**config.mk**
```make
export PLATFORM = sky130hd
export DESIGN_NAME = rsrf_ram
export DESIGN_NICKNAME = d
export VERILOG_FILES = /design/src/hdl/rsrf_ram.sv
export SDC_FILE = /design/constraint.sdc
export NUM_CORES = 1
export LEC_CHECK = 0
export BUFFER_PORTS_ARGS = -buffer_cell sky130_fd_sc_hd__clkbuf_2
export CELL_PAD_IN_SITES_DETAIL_PLACEMENT = 0
export CELL_PAD_IN_SITES_GLOBAL_PLACEMENT = 2
export CORE_MARGIN = 2
export CORE_UTILIZATION = 48
export DETAILED_ROUTE_END_ITERATION = 7
export PLACE_DENSITY = 0.76
export SLEW_MARGIN = 30
export SYNTH_ARGS = -nofsm -noshare
export SYNTH_HDL_FRONTEND = slang
export SYNTH_SLANG_ARGS = --single-unit
```
**constraint.sdc**
```tcl
create_clock -name i_clk -period 1.7 [get_ports i_clk]
set_input_delay 0 -clock i_clk [delete_from_list [all_inputs] [get_ports i_clk]]
set_output_delay 0 -clock i_clk [all_outputs]
set_load 0.005 [all_outputs]
```
**src/hdl/rsrf_ram.sv**
```systemverilog
`timescale 1ns / 1ps

// Simple dual-port RAM: one write port, one read port with registered data.
module rsrf_ram #(
    parameter int WIDTH = 8,
    parameter int DEPTH = 16
) (
    input  logic                     i_clk,
    input  logic                     i_we,
    input  logic [$clog2(DEPTH)-1:0] i_waddr,
    input  logic [WIDTH-1:0]         i_wdata,
    input  logic [$clog2(DEPTH)-1:0] i_raddr,
    output logic [WIDTH-1:0]         o_rdata
);

    logic [WIDTH-1:0] r_mem [DEPTH];
    logic [WIDTH-1:0] r_rdata;

    always_ff @(posedge i_clk) begin
        if (i_we) begin
            r_mem[i_waddr] <= i_wdata;
        end
        r_rdata <= r_mem[i_raddr];
    end

    assign o_rdata = r_rdata;

endmodule

```
==> flow_metrics.env <==
export IMPL_status="complete, no violations"
export IMPL_min_period_over_period_pct=79.9
export IMPL_final_nets=313
export IMPL_cts_tree="done"
export IMPL_fillCellCount=752
export IMPL_crit_path_end_kind="register"
export IMPL_vias_per_cell=5.59
export IMPL_hold_class="in -> reg"
export IMPL_drc=0
export IMPL_ir_drop_uv=520
export IMPL_numCtsBuffers=17
export IMPL_seq_area_um2=4000
export IMPL_firstDrtPassIters=4
export IMPL_insertedDiodeCount=0
export IMPL_critPathLaunch="r_mem[8][4]"
export IMPL_tightest_slew_ns=0.397
export IMPL_grt_pass1_vias=2547
export IMPL_slowest_delay_ns=0.49
export IMPL_cts_hold_fix_buffers=8
export IMPL_htreeDepth=4
export IMPL_cts_resized=0
export IMPL_worstHoldStart="i_waddr[0]"
export IMPL_die_width_um=108
export IMPL_drt_met1_wl_um=4360
export IMPL_crit_required_ns=2.09
export IMPL_wire_per_inst_um=22.2
export IMPL_period_minus_slack_ns=1.36
export IMPL_synth_seq_cells=136
export IMPL_p_leak_nw=2.15
export IMPL_wirelength_um=9860
export IMPL_max_freq_ghz=0.736
export IMPL_multi_input_area_um2=1060
export IMPL_met2_length_um=4980
export IMPL_grtUsageTotal_pct=19.0
export IMPL_fin_setup_tns_ns=0
export IMPL_critPathLaunchType="register"
export IMPL_crit_chain="mux4_1 > a22oi_1 > nand2_1"
export IMPL_drv_slew=0
export IMPL_gr_total_overflow=0
export IMPL_final_setup_viol_count=0
export IMPL_ant_nets=0
export IMPL_row_count=37
export IMPL_die_y_um=108
export IMPL_power_mw=7.74
export IMPL_cap_violations=0
export IMPL_io_pins=26
export IMPL_maxSlewHeadroom_pct=73.5
export IMPL_dpl_hpwl_um=6440
export IMPL_drive_above_1_share_pct=30.2
export IMPL_start_util_pct=49.6
export IMPL_dp_cells=404
export IMPL_regToRegStartpoint="r_mem[8][4]"
export IMPL_gp_congestion=0.698
export IMPL_postSynthCellCount=229
export IMPL_avgSynthCellArea_um2=22.5
export IMPL_synth_distinct_cells=19
export IMPL_cp_top_family="multiplexers"
export IMPL_fin_cells=444
export IMPL_vias=2480
export IMPL_path_max_fanout=1
export IMPL_path_class="reg -> reg"
export IMPL_drtIter0Drc=155
export IMPL_syn_nets=247
export IMPL_die_area_um2=11600
export IMPL_p_per_area_nw_per_um2=1240
export IMPL_portBuffers=25
export IMPL_rsz0062_at_grt="no"
export IMPL_final_cell_mix="128 x edfxtp_1, 25 x clkbuf_2, 22 x buf_4"
export IMPL_highest_layer="met4"
export IMPL_grt_pass1_wl_um=15000
export IMPL_post_cts_buffers=0
export IMPL_dr_wl_met3_um=402
export IMPL_finClkSkew_ns=0.00984
export IMPL_root_buffer="clkbuf_8"
export IMPL_area_growth_syn_to_layout_pct=20.9
export IMPL_grt_max_degree=17
export IMPL_synth_area_um2=5150
export IMPL_fp_coreArea_um2=10400
export IMPL_insertion_delay_ns=0.51
export IMPL_cts_max_path_buffers=2
export IMPL_seq_area_frac_synth_pct=77.8
export IMPL_finalHoldViolCount=0
export IMPL_cp_arrival_ns=1.75
export IMPL_cts_sinks=136
export IMPL_path_clk_slew_ns=0.06
export IMPL_yosys_warnings=0
export IMPL_critPathSlowestCell="mux4_1"
export IMPL_path_buf_inv=0
export IMPL_place_ws_ns=0.260
export IMPL_finalWorstSetupSlack_ns=0.342
export IMPL_final_common_cell="edfxtp_1"
export IMPL_antenna_found_initial=0
## kinds of logic (layout without fill, tap and decap cells)
kind of cell,after synthesis,in the layout,synth area share (%)
buffers and inverters,10,89,1.68
multiplexers,32,32,15.0
AND/OR/NAND/NOR,35,35,3.18
flip-flops,136,136,77.8
AO/OA/AOI/OAI,16,16,2.33
## metrics by stage
step | cell area (um2) | hold slack, ns | utilization, %
after floorplan | 5150 | 0.0989 | -
after global placement | 5560 | 0.374 | 53.6
after detailed placement | 5560 | 0.379 | 53.6
after CTS | 6220 | 0.0310 | 60.0
after global routing | 6220 | 0.0754 | 60.0
final | 6220 | 0.0674 | 60.0
## final timing paths
path | end | slack (ns) | cells after the start
hold reg to reg | o_rdata[4] | 0.68 | 3
setup / recovery | o_rdata[4] | 0.34 | 3
setup reg to reg | o_rdata[4] | 0.34 | 3
hold / removal | r_mem[8][3] | 0.07 | 3
## power breakdown
part | total, mW | switching (mW) | internal, mW
sequential | 3.78 | 0.0267 | 3.75
combinational | 0.361 | 0.192 | 0.169
clock | 3.60 | 1.24 | 2.36
## synthesized netlist by cell type
master             n  area, um2
edfxtp_1         128       3840
and2b_1            1       7.51
nand2b_1           2       12.5
mux4_1            14        368
and2_1             1       6.26
nor2_1            13       48.8
a22oi_1           16        120
or3b_2             1       8.76
buf_2              3       15.0
mux4_2            18        405
dfxtp_1            8        160
nand3_1            1       5.00
nor2b_1            1       6.26
clkdlybuf4s25_2    3       30.0
nand2_1            9       33.8
nor3_1             4       20.0
buf_6              3       33.8
buf_4              1       7.51
nand3b_1           2       15.0
## area by class of cell
cell class	count	share of cell area (%)
multi-input combinational	83	17.0
clock inverter	11	2.47
tap	136	2.73
clock buffer	21	6.89
sequential	136	64.3
timing repair buffer	57	6.59
## routing by layer
layer	global-route usage (%)	vias up
li1	-	1105
met1	25.0	1303
met2	31.0	60
met3	4.90	12
met4	6.32	0
met5	0	-
## sequential cells by signal, summed over array words and instances, names as in the netlist
name and count:
o_rdata 8, r_mem 128
## tightest hold or removal path, stage by stage
cell and delay [ns]:
clkbuf_2 0.15, nor3_1 0.07, buf_4 0.18
No activity file was read; power rests on OpenSTA's default activity.
